[src/hdl/itoa_pkg.sv]
// ----------------------------------------------------------------------------
// itoa_pkg: shared types and constants for the integer to ASCII formatter
// Holds format codes, ASCII constants, the digit-to-character mapping and
// the command and status bundles between the controller and the datapath.
// ----------------------------------------------------------------------------
package itoa_pkg;

  // Format selector codes
  localparam logic [1:0] TYPE_DEC_SIGNED   = 2'd0;
  localparam logic [1:0] TYPE_DEC_UNSIGNED = 2'd1;
  localparam logic [1:0] TYPE_HEX_LOWER    = 2'd2;
  localparam logic [1:0] TYPE_HEX_UPPER    = 2'd3;

  // ASCII codes
  localparam logic [7:0] ASCII_ZERO    = 8'h30;
  localparam logic [7:0] ASCII_MINUS   = 8'h2D;
  localparam logic [7:0] ASCII_LOWER_A = 8'h61;
  localparam logic [7:0] ASCII_UPPER_A = 8'h41;

  // Reciprocal of ten for a 32-bit dividend: q = (x * RECIP_TEN) >> RECIP_SHIFT
  localparam logic [31:0] RECIP_TEN   = 32'hCCCC_CCCD;
  localparam int          RECIP_SHIFT = 35;

  localparam int STORE_DEPTH = 16;

  // Commands from the controller to the datapath
  typedef struct packed {
    logic load;        // capture a new word and clear the digit store
    logic mul;         // multiply the quotient by the reciprocal of ten
    logic div;         // finish the decimal step and store one digit
    logic hex;         // store one hex digit and shift the quotient
    logic emit_sign;   // load a minus sign into the output register
    logic emit_digit;  // load the next stored digit into the output register
  } itoa_cmd_t;

  // Status from the datapath to the controller
  typedef struct packed {
    logic quo_zero;    // decimal quotient after this step is zero
    logic hex_done;    // hex quotient after this step is zero
    logic neg;         // a minus sign precedes the digits
    logic last_digit;  // one stored digit is left to send
    logic out_free;    // the output register can take a new word
  } itoa_status_t;

  // Map a digit value to its ASCII character
  function automatic logic [7:0] digit_char(input logic [3:0] d, input logic upper);
    logic [7:0] ext;
    ext = {4'b0000, d};
    if (d < 4'd10) begin
      digit_char = ASCII_ZERO + ext;
    end else if (upper) begin
      digit_char = ASCII_UPPER_A + ext - 8'd10;
    end else begin
      digit_char = ASCII_LOWER_A + ext - 8'd10;
    end
  endfunction

endpackage

[src/hdl/integer_to_ascii_formatter_unit.sv]
// ----------------------------------------------------------------------------
// integer_to_ascii_formatter_unit: integer to ASCII text formatter
// Converts one integer per input word into its decimal or hex text.
// ----------------------------------------------------------------------------
// Usage:
//   Input word: in_tuser selects the format (signed decimal, unsigned
//   decimal, hex lower, hex upper), in_tdata carries the 64-bit value.
//   Decimal formats use only bits 31..0.
//   Output words: one ASCII character each, most significant digit first,
//   with a leading minus for negative signed values. out_tlast marks the
//   final character, whose out_tdata also carries the character count.
//   Flow: a word is taken when the unit is idle. Each decimal digit takes a
//   reciprocal multiply step, then a reduce step; each hex digit takes a
//   shift-and-store step. Then one character leaves per cycle through the
//   output register while the receiver is ready. The next word is taken
//   once the last character sits in the output register. A stalled
//   receiver holds the output register and pauses emission; no character
//   is dropped. Reset empties the output register and returns the
//   controller to idle.
// ----------------------------------------------------------------------------
module integer_to_ascii_formatter_unit (
  input  logic        clk,
  input  logic        rst_n,
  input  logic        in_tvalid,
  output logic        in_tready,
  input  logic [63:0] in_tdata,   // [63:0] value
  input  logic [1:0]  in_tuser,   // [1:0] req_type
  output logic        out_tvalid,
  input  logic        out_tready,
  output logic [15:0] out_tdata,  // [7:0] char_code, [12:8] char_count, [15:13] zero
  output logic        out_tlast
);

  itoa_pkg::itoa_cmd_t    cmd;
  itoa_pkg::itoa_status_t status;
  logic [7:0]             out_char;
  logic [4:0]             out_count;

  itoa_ctrl u_ctrl (
    .clk      (clk),
    .rst_n    (rst_n),
    .in_valid (in_tvalid),
    .in_ready (in_tready),
    .in_type  (in_tuser),
    .status   (status),
    .cmd      (cmd)
  );

  itoa_dp u_dp (
    .clk       (clk),
    .rst_n     (rst_n),
    .cmd       (cmd),
    .in_type   (in_tuser),
    .in_value  (in_tdata),
    .status    (status),
    .out_valid (out_tvalid),
    .out_ready (out_tready),
    .out_char  (out_char),
    .out_last  (out_tlast),
    .out_count (out_count)
  );

  // Pack the output word
  assign out_tdata = {3'b000, out_count, out_char};

endmodule

[src/hdl/itoa_dp.sv]
// ----------------------------------------------------------------------------
// itoa_dp: formatter datapath
// Quotient register, reciprocal multiplier, digit store and the output
// register. Acts only on commands from the controller.
// ----------------------------------------------------------------------------
module itoa_dp (
  input  logic                   clk,
  input  logic                   rst_n,
  input  itoa_pkg::itoa_cmd_t    cmd,
  input  logic [1:0]             in_type,
  input  logic [63:0]            in_value,
  output itoa_pkg::itoa_status_t status,
  output logic                   out_valid,
  input  logic                   out_ready,
  output logic [7:0]             out_char,
  output logic                   out_last,
  output logic [4:0]             out_count
);

  logic [63:0] q_r;
  logic [28:0] quo_r;
  logic [7:0]  store_r [itoa_pkg::STORE_DEPTH];
  logic [4:0]  count_r;
  logic [4:0]  ptr_r;
  logic        neg_r;
  logic        upper_r;
  logic        out_valid_r;
  logic [7:0]  out_char_r;
  logic        out_last_r;
  logic [4:0]  out_count_r;

  logic [31:0] low;
  logic [31:0] low_neg;
  logic [63:0] prod_nxt;
  logic [31:0] tenq;
  logic [31:0] rem;
  logic [4:0]  ptr_dec;
  logic [7:0]  dig_char;

  // Decimal remainder: x - 10 * floor(x / 10)
  assign low      = in_value[31:0];
  assign low_neg  = 32'd0 - low;
  assign prod_nxt = {32'd0, q_r[31:0]} * {32'd0, itoa_pkg::RECIP_TEN};
  assign tenq     = {quo_r, 3'b000} + {2'b00, quo_r, 1'b0};
  assign rem      = q_r[31:0] - tenq;
  assign ptr_dec  = ptr_r - 5'd1;
  assign dig_char = itoa_pkg::digit_char(cmd.hex ? q_r[3:0] : rem[3:0], upper_r);

  // Quotient, multiplier product and letter case
  always_ff @(posedge clk) begin
    if (cmd.load) begin
      upper_r <= (in_type == itoa_pkg::TYPE_HEX_UPPER);
      if (in_type == itoa_pkg::TYPE_DEC_SIGNED) begin
        q_r <= {32'd0, low[31] ? low_neg : low};
      end else if (in_type == itoa_pkg::TYPE_DEC_UNSIGNED) begin
        q_r <= {32'd0, low};
      end else begin
        q_r <= in_value;
      end
    end else if (cmd.div) begin
      q_r <= {35'd0, quo_r};
    end else if (cmd.hex) begin
      q_r <= {4'b0000, q_r[63:4]};
    end
    if (cmd.mul) begin
      quo_r <= prod_nxt[63:itoa_pkg::RECIP_SHIFT];
    end
  end

  // Digit store, written least significant digit first
  always_ff @(posedge clk) begin
    if (cmd.div || cmd.hex) begin
      store_r[count_r[3:0]] <= dig_char;
    end
  end

  // Counts and sign flag
  always_ff @(posedge clk) begin
    if (!rst_n) begin
      count_r <= '0;
      ptr_r   <= '0;
      neg_r   <= 1'b0;
    end else if (cmd.load) begin
      count_r <= '0;
      ptr_r   <= '0;
      neg_r   <= (in_type == itoa_pkg::TYPE_DEC_SIGNED) && low[31];
    end else if (cmd.div || cmd.hex) begin
      count_r <= count_r + 5'd1;
      ptr_r   <= ptr_r + 5'd1;
    end else if (cmd.emit_digit) begin
      ptr_r   <= ptr_dec;
    end
  end

  // Output register: load on emit, drop when taken
  always_ff @(posedge clk) begin
    if (!rst_n) begin
      out_valid_r <= 1'b0;
    end else if (cmd.emit_sign || cmd.emit_digit) begin
      out_valid_r <= 1'b1;
    end else if (out_ready) begin
      out_valid_r <= 1'b0;
    end
  end

  always_ff @(posedge clk) begin
    if (cmd.emit_sign) begin
      out_char_r  <= itoa_pkg::ASCII_MINUS;
      out_last_r  <= 1'b0;
      out_count_r <= '0;
    end else if (cmd.emit_digit) begin
      out_char_r  <= store_r[ptr_dec[3:0]];
      out_last_r  <= (ptr_r == 5'd1);
      out_count_r <= (ptr_r == 5'd1) ? count_r + {4'b0000, neg_r} : 5'd0;
    end
  end

  assign status.quo_zero   = (quo_r == '0);
  assign status.hex_done   = (q_r[63:4] == '0);
  assign status.neg        = neg_r;
  assign status.last_digit = (ptr_r == 5'd1);
  assign status.out_free   = !out_valid_r || out_ready;

  assign out_valid = out_valid_r;
  assign out_char  = out_char_r;
  assign out_last  = out_last_r;
  assign out_count = out_count_r;

  // Store never overflows
  a_count_range: assert property (@(posedge clk) disable iff (!rst_n)
    count_r <= 5'd16) else $error("digit count beyond store depth");

  // A digit is sent only while one is stored
  a_emit_has_digit: assert property (@(posedge clk) disable iff (!rst_n)
    cmd.emit_digit |-> ptr_r != 5'd0) else $error("emit with empty store");

  // The final character always carries a nonzero count
  a_last_count: assert property (@(posedge clk) disable iff (!rst_n)
    out_valid_r && out_last_r |-> out_count_r != 5'd0) else $error("zero count on last");

endmodule

[src/hdl/itoa_ctrl.sv]
// ----------------------------------------------------------------------------
// itoa_ctrl: formatter controller
// Sequences load, digit extraction and character emission for one word.
// ----------------------------------------------------------------------------
module itoa_ctrl (
  input  logic                   clk,
  input  logic                   rst_n,
  input  logic                   in_valid,
  output logic                   in_ready,
  input  logic [1:0]             in_type,
  input  itoa_pkg::itoa_status_t status,
  output itoa_pkg::itoa_cmd_t    cmd
);

  localparam logic [2:0] ST_IDLE   = 3'd0;
  localparam logic [2:0] ST_MUL    = 3'd1;
  localparam logic [2:0] ST_DIV    = 3'd2;
  localparam logic [2:0] ST_HEX    = 3'd3;
  localparam logic [2:0] ST_SIGN   = 3'd4;
  localparam logic [2:0] ST_DIGITS = 3'd5;

  logic [2:0] state_r;
  logic [2:0] state_nxt;
  logic       is_dec;

  assign is_dec   = (in_type == itoa_pkg::TYPE_DEC_SIGNED) ||
                    (in_type == itoa_pkg::TYPE_DEC_UNSIGNED);
  assign in_ready = (state_r == ST_IDLE);

  // Next state and commands
  always_comb begin
    state_nxt = state_r;
    cmd       = '0;
    unique case (state_r)
      ST_IDLE: begin
        if (in_valid) begin
          cmd.load  = 1'b1;
          state_nxt = is_dec ? ST_MUL : ST_HEX;
        end
      end
      ST_MUL: begin
        cmd.mul   = 1'b1;
        state_nxt = ST_DIV;
      end
      ST_DIV: begin
        cmd.div = 1'b1;
        if (status.quo_zero) begin
          state_nxt = status.neg ? ST_SIGN : ST_DIGITS;
        end else begin
          state_nxt = ST_MUL;
        end
      end
      ST_HEX: begin
        cmd.hex = 1'b1;
        if (status.hex_done) begin
          state_nxt = ST_DIGITS;
        end
      end
      ST_SIGN: begin
        if (status.out_free) begin
          cmd.emit_sign = 1'b1;
          state_nxt     = ST_DIGITS;
        end
      end
      ST_DIGITS: begin
        if (status.out_free) begin
          cmd.emit_digit = 1'b1;
          if (status.last_digit) begin
            state_nxt = ST_IDLE;
          end
        end
      end
      default: begin
        state_nxt = ST_IDLE;
      end
    endcase
  end

  always_ff @(posedge clk) begin
    if (!rst_n) begin
      state_r <= ST_IDLE;
    end else begin
      state_r <= state_nxt;
    end
  end

  // Only a load is issued while waiting for a word
  a_idle_quiet: assert property (@(posedge clk) disable iff (!rst_n)
    state_r == ST_IDLE |-> !(cmd.mul || cmd.div || cmd.hex || cmd.emit_sign ||
                             cmd.emit_digit)) else $error("command while idle");

  // A multiply is always followed by the reduction step
  a_mul_then_div: assert property (@(posedge clk) disable iff (!rst_n)
    cmd.mul |=> cmd.div) else $error("multiply not followed by reduce");

  // Nothing is emitted unless the output register has room
  a_emit_room: assert property (@(posedge clk) disable iff (!rst_n)
    (cmd.emit_sign || cmd.emit_digit) |-> status.out_free) else $error("emit into full output");

endmodule

[config.mk]
export PLATFORM = sky130hd
export DESIGN_NAME = integer_to_ascii_formatter_unit
export DESIGN_NICKNAME = d
export VERILOG_FILES = /design/src/hdl/itoa_pkg.sv /design/src/hdl/integer_to_ascii_formatter_unit.sv /design/src/hdl/itoa_dp.sv /design/src/hdl/itoa_ctrl.sv
export SDC_FILE = /design/constraint.sdc
export NUM_CORES = 2
export LEC_CHECK = 0
export BUFFER_PORTS_ARGS = -buffer_cell sky130_fd_sc_hd__buf_2
export CAP_MARGIN = 20
export CORE_MARGIN = 2
export CORE_UTILIZATION = 70
export DETAILED_ROUTE_END_ITERATION = 12
export HOLD_SLACK_MARGIN = 0.02
export PLACE_DENSITY = 0.95
export SLEW_MARGIN = 20
export SYNTH_ARGS = -nofsm -noshare
export SYNTH_HDL_FRONTEND = slang
export SYNTH_SLANG_ARGS = --single-unit
[constraint.sdc]
create_clock -name clk -period 9.9 [get_ports clk]
set_input_delay 1.98 -clock clk [delete_from_list [all_inputs] [get_ports clk]]
set_output_delay 1.98 -clock clk [all_outputs]
set_load 0.02 [all_outputs]
# [Word-level counts from Yosys, hierarchy flattened]
# Memories as Yosys holds them, arrays and structs flattened. A register that Yosys moved wholly into a read port is not among the register bits.
# Index checks and enable logic that the tools add are counted.
[totals] input_bits=70 out_inout_bits=19 ram_bits=128 wordCells=87 memories=1 regBits=115
[mem_list] name="u_dp.store_r" words=16 word_bits=8 rd=1 rd_clocked_by_memory_dff=1 wr=1 line_no="itoa_dp.sv:22" text="logic [7:0] store_r [itoa_pkg::STORE_DEPTH];"
[op_classes] n_addsub=12 n_lt_le_gt_ge=1 n_mul=1 n_eq_ne=13 n_reduce_logical=15 n_mux=33 bitwise=1
[op_table] cell="$mux 64" n=5
[op_table] cell="$mul 32x32->64 const B" n=1
[op_table] cell="$logic_not 60->1" n=1
[op_table] cell="$mux 32" n=1
[op_table] cell="$sub 1x32->32 const A" n=1
[op_table] cell="$logic_not 29->1" n=1
[op_table] cell="$mux 3" n=6
[op_table] cell="$pmux 3 s6" n=1
[op_table] cell="$add 7x4->8 const A" n=2
[op_table] cell="$mux 8" n=2
[op_table] cell="$sub 8x4->8 const B" n=2
[op_table] cell="$mux 5" n=3
[op_table] cell="$mux 1" n=13
[op_table] cell="$add 5x1->5 const B" n=2
[op_table] cell="$ne 2x2->1 const B" n=5
[op_table] cell="$add 6x4->7 const A" n=1
[op_table] cell="$eq 3x2->1 const B" n=2
[op_table] cell="$eq 3x3->1 const B" n=2
[op_table] cell="$add 5x1->5" n=1
[op_table] cell="$eq 5x1->1 const B" n=1
[op_table] cell="$reduce_and 5->1" n=1
[op_table] cell="$sub 5x1->5 const B" n=1
[op_table] cell="$add 4x4->4" n=1
[op_table] cell="$logic_or 1x1->1" n=4
[op_table] cell="other kinds (15)" n=16

# [Depth between registers and ports, before layout]
[logic_depth] depth_word=7 mapped_depth=26 mapped_depth_nobuf=26

# [Modules after synthesis]
# A second synthesis with hierarchy kept.
[unflattened] hier_cells=2507 hier_area_um2=27799.2
[modules_own_cells] module="itoa_dp" cells_each=2469 n_inst=1 area_per_inst_um2=27495.1 seq_area_each_um2=6686.4
[modules_own_cells] module="itoa_ctrl" cells_each=34 n_inst=1 area_per_inst_um2=277.8 seq_area_each_um2=60.1
[modules_own_cells] module="integer_to_ascii_formatter_unit" cells_each=4 n_inst=1 area_per_inst_um2=26.3 seq_area_each_um2=0.0

# [Least setup slack after synthesis]
# OpenSTA, ideal clock, no wires.
[synth_path] path_kind="register to register" start="register u_dp.q_r[20]" end="register u_dp.quo_r[21] (data pin)" period_less_slack_ps=6791 setup_time_ps=260 stages_incl_launch_ff=27 path_buffers=1 required_ps=9640 slack_ps=3109 arrival_time_ps=6531 cell_sequence="edfxtp_1 inv_1 ha_1 inv_1 fa_1 inv_1 fa_1 inv_1 fa_1 inv_1 fa_1 fa_1 fa_1 inv_1 fa_1 inv_1 ha_1 buf_6 a21o_1 a21o_1 a221oi_2 nand2_1 a311oi_2 o311ai_2 a31oi_4 o21ai_2 xor2_1"
[synth_between] elab_chain_len=1
[synth_lines] element="start, declared" line_no="itoa_dp.sv:20" text="logic [63:0] q_r;"
[synth_lines] element="start signal, assigned" line_no="itoa_dp.sv:54" text="q_r <= {32'd0, low[31] ? low_neg : low};"
[synth_lines] element="start signal, assigned" line_no="itoa_dp.sv:56" text="q_r <= {32'd0, low};"
[synth_lines] element="start signal, assigned" line_no="itoa_dp.sv:58" text="q_r <= in_value;"
[synth_lines] element="$mul 32x32->64" line_no="itoa_dp.sv:43" text="assign prod_nxt = {32'd0, q_r[31:0]} * {32'd0, itoa_pkg::RECIP_TEN};"
[synth_lines] element="net u_dp.prod_nxt[56]" line_no="itoa_dp.sv:34" text="logic [63:0] prod_nxt;"
[synth_lines] element="end signal, assigned" line_no="itoa_dp.sv:66" text="quo_r <= prod_nxt[63:itoa_pkg::RECIP_SHIFT];"
[synth_lines] element="end, declared" line_no="itoa_dp.sv:21" text="logic [28:0] quo_r;"
# The timed path passes the listed nets, and every way through them passes these cells.
# A chain may end at the register's enable or synchronous reset.

# [Final worst setup path]
[layout_path] start="register u_dp.q_r[8]" end="register u_dp.quo_r[28] (data pin)"
# The elaborated chain is that of the path after synthesis.

==> reports/qor.txt <==
================================================================================
Hold_buf cts                                                                   0
Worst clock skew                                                       0.0309 ns
Class of the most critical setup path                               flop to flop
Num CTS Buffers                                                               21
Share of async-settable or async-resettable flops after synthesis             0%
Post-detailed-route count of antenna-violating nets                            0
CP arrival                                                               8.39 ns
Syn_area_per_cell                                                       11.1 µm²
Distinct cell type count of the synthesized netlist                           73
Worst-path fanout max                                                          9
Number of slew-limit violations in the final report                            0
Fill cell count                                                             2504
Met1 Routed Length                                                      28500 µm
Critical-path cell with the highest stage delay                     sky130_fd_sc_hd__edfxtp_1
Final clock period utilization by the worst path                           82.4%
Final number of hold-violating endpoints                                       0
Clock latency on the worst-skew pair                                     0.52 ns
Die ar.                                                                40900 µm²
Buffer depth of the longest clock path                                         3
Max Clk Rate                                                           0.123 GHz
# H-tree levels                                                                1
Post-cts resize count                                                          0
Register bit total from synthesis                                            234
Tightest Pin Transition                                                 0.858 ns
Height of the chip                                                        202 µm
Number of input and output port buffers inserted                              84
Overall routed net length                                               81900 µm
Routed wire length on met2                                              38100 µm
Count of max-cap constraint violations                                         0
Iter 0 DRT Violations                                                       2329
Vias in the first global route                                             20696
Final-stage net count                                                       3382
Via count                                                                  19936
Largest net degree at the start of global routing                             65
Cell-by-cell listing of the critical path                           inv_1 > ha_1 > xnor2_1 > o21ai_0 > fa_1 > inv_1 > fa_1 > fa_1 > inv_1 > fa_1 > fa_1 > fa_1 > ha_1 > a21oi_1 > o21ai_0 > and3_1 > o31a_2 > a211oi_4 > o21a_2 > o311ai_2 > a21oi_1 > xnor2_1
Overall track demand over capacity in global routing                       40.5%
Commonest non-fill, non-tap cell in the layout                      sky130_fd_sc_hd__inv_1
Clock transition at the registers of the reported paths                  0.08 ns
Crit end category                                                           flop
Final weighted congestion of routability-driven global placement            1.04
Critical Path RT                                                        10.13 ns
Synth-to-Final Area Change                                                 6.08%
Number of endpoints failing setup at the final stage                           0
Critical Path Most Common Cell                                      sky130_fd_sc_hd__fa_1
Gate Count Post-Synth                                                       2491
Met3 routed wirelength                                                   8390 µm
Unrepaired setup endpoints after global routing                            false
Number of flops mapped to enable cells by yosys                              206
First-pass GRT wire length                                             123000 µm
CTS tree                                                                    done
Initial core utilization                                                   71.1%
Run status                                                          finished clean
Area of the mapped netlist                                             27500 µm²
Top layer in use                                                            met5
Detailed Place HPWL                                                     67000 µm
Min cycle time layout                                                    8.16 ns
Number of I/O pins                                                            89
Post-route DRC                                                                 0
Detail-routed net length per standard cell                               26.6 µm
Post-CTS setup repair buffer count                                             0
Via density per instance                                                    6.47
Placement Rows                                                                72
Most frequent cells in the layout                                   sky130_fd_sc_hd__inv_1, sky130_fd_sc_hd__fa_1, sky130_fd_sc_hd__ha_1
Total congestion overflow                                                      0
Type of the worst min-delay path                                    flop to flop
First drt pass iteration count                                                 8
Clock root cell                                                     sky130_fd_sc_hd__clkbuf_16
CTS sink count                                                               234
Setup TNS                                                                   0 ns
Number of diodes added for antenna fixing                                      0
Initial antenna violation count                                                1
Layout cells sized above 1                                                 7.57%
Sequential cell area fraction in the yosys report                          24.5%
Delay of the slowest critical-path stage                                 0.68 ns
Die Wd                                                                    202 µm
Top_reg_cell synth                                                  sky130_fd_sc_hd__edfxtp_1
Count of synthesis-stage warnings from yosys                                   0
Max transition margin                                                      41.7%
Sort of element at the start of the critical path                           flop
Placeable core region                                                  38700 µm²
================================================================================
[through the flow]
| stage | hold slack [ns] | cells | area, µm² | setup slack (ns) | utilization [%] |
|---|---|---|---|---|---|
| finish | 0.483 | 3081 | 29200 | 1.74 | 75.4 |
| global route | 0.500 | 3081 | 29200 | 1.54 | 75.4 |
| CTS | 0.478 | 3080 | 29200 | 1.91 | 75.3 |
| detailed placement | 0.445 | 3044 | 28400 | 1.99 | 73.4 |
| global placement | 0.432 | 3044 | 28400 | 2.13 | 73.4 |
| floorplan | 0.461 | 2494 | 27500 | 3.11 | - |
[worst max-delay path, delay by kind of cell (launching register included)]
kind,cells,cell delay [ns]
AOI/OAI and AO/OA,8,2.10
buffers and inverters,3,0.26
and+or+nand+nor,1,0.23
adders and majority gates,8,3.94
DFF,1,0.68
xor gates and xnor gates,2,0.61
[per-layer routing]
layer,track usage [%],vias up
li1,-,8285
met1,52.4,9762
met2,64.2,1498
met3,6.66,389
met4,26.0,2
met5,0,-
[registers in the layout (all words and copies together), names as in the netlist]
signal / cells
u_dp.ptr_r: 5
u_dp.neg_r: 1
u_dp.out_last: 1
u_ctrl.state_r: 3
u_dp.out_char: 7
u_dp.count_r: 5
u_dp.q_r: 64
u_dp.quo_r: 29
u_dp.out_count: 5
u_dp.out_valid: 1
u_dp.upper_r: 1
u_dp.store_r: 112
[synthesized netlist by cell type (4+ instances only)]
library cell	number	area share [%]
sky130_fd_sc_hd__nand2b_1	14	0.32
sky130_fd_sc_hd__nor2b_1	7	0.16
sky130_fd_sc_hd__a221oi_1	4	0.13
sky130_fd_sc_hd__buf_4	4	0.11
sky130_fd_sc_hd__nor4_1	17	0.39
sky130_fd_sc_hd__buf_2	4	0.073
sky130_fd_sc_hd__mux4_2	32	2.6
sky130_fd_sc_hd__a22o_1	33	1.0
sky130_fd_sc_hd__nor3_1	23	0.42
sky130_fd_sc_hd__a211oi_1	8	0.22
sky130_fd_sc_hd__clkbuf_1	44	0.60
sky130_fd_sc_hd__o21a_1	6	0.16
sky130_fd_sc_hd__edfxtp_1	206	22
sky130_fd_sc_hd__a21o_1	38	1.0
sky130_fd_sc_hd__o21bai_1	9	0.25
sky130_fd_sc_hd__nand2_1	137	1.9
sky130_fd_sc_hd__o21ai_0	75	1.4
sky130_fd_sc_hd__fa_1	386	28
sky130_fd_sc_hd__and2_1	13	0.30
sky130_fd_sc_hd__a31oi_1	5	0.11
sky130_fd_sc_hd__dfxtp_1	28	2.0
sky130_fd_sc_hd__nand4_1	24	0.55
sky130_fd_sc_hd__mux2i_1	33	1.2
sky130_fd_sc_hd__inv_1	567	7.7
sky130_fd_sc_hd__and3_1	7	0.16
sky130_fd_sc_hd__nand3_1	20	0.36
sky130_fd_sc_hd__buf_1	9	0.12
sky130_fd_sc_hd__xnor2_1	62	2.0
sky130_fd_sc_hd__o31ai_1	6	0.16
sky130_fd_sc_hd__ha_1	376	17
sky130_fd_sc_hd__nor2_1	75	1.0
sky130_fd_sc_hd__xor2_1	58	1.8
sky130_fd_sc_hd__o22a_1	4	0.13
sky130_fd_sc_hd__o21ai_1	16	0.29
sky130_fd_sc_hd__a21oi_1	88	1.6
[area by class of cell]
type	instances	area [µm²]	share of cell area [%]
multi-input cells	1631	18500	63.2
flip-flops and latches	234	6750	23.1
inverters	567	2130	7.29
well taps	518	648	2.22
clock buffers	26	554	1.90
repair buffers	95	503	1.72
clock inverters	10	158	0.540
[logic make-up (layout without fill, tap and decap cells)]
family	count (synthesis)	after routing	synth area share [%]
adders and majority gates	762	762	45.2
buffers and inverters	629	698	8.68
and+or+nand+nor	357	357	6.21
AOI/OAI and AO/OA	320	320	7.68
DFF	234	234	24.5
xor gates and xnor gates	120	120	3.82
muxes	68	68	3.94
other	1	4	0.0136
[worst paths after layout]
path | startpoint | end | slack [ns] | depth (start not counted)
max | u_dp.q_r[8] | u_dp.quo_r[28] | 1.74 | 22
min | u_dp.out_count[4] | u_dp.out_count[4] | 0.48 | 2
max reg2reg | u_dp.q_r[8] | u_dp.quo_r[28] | 1.74 | 22
min reg2reg | u_dp.out_count[4] | u_dp.out_count[4] | 0.48 | 2
Power is left out: the tool's default activity adds up to more than one toggle a clock period on the data nets, which glitch-free logic cannot reach.
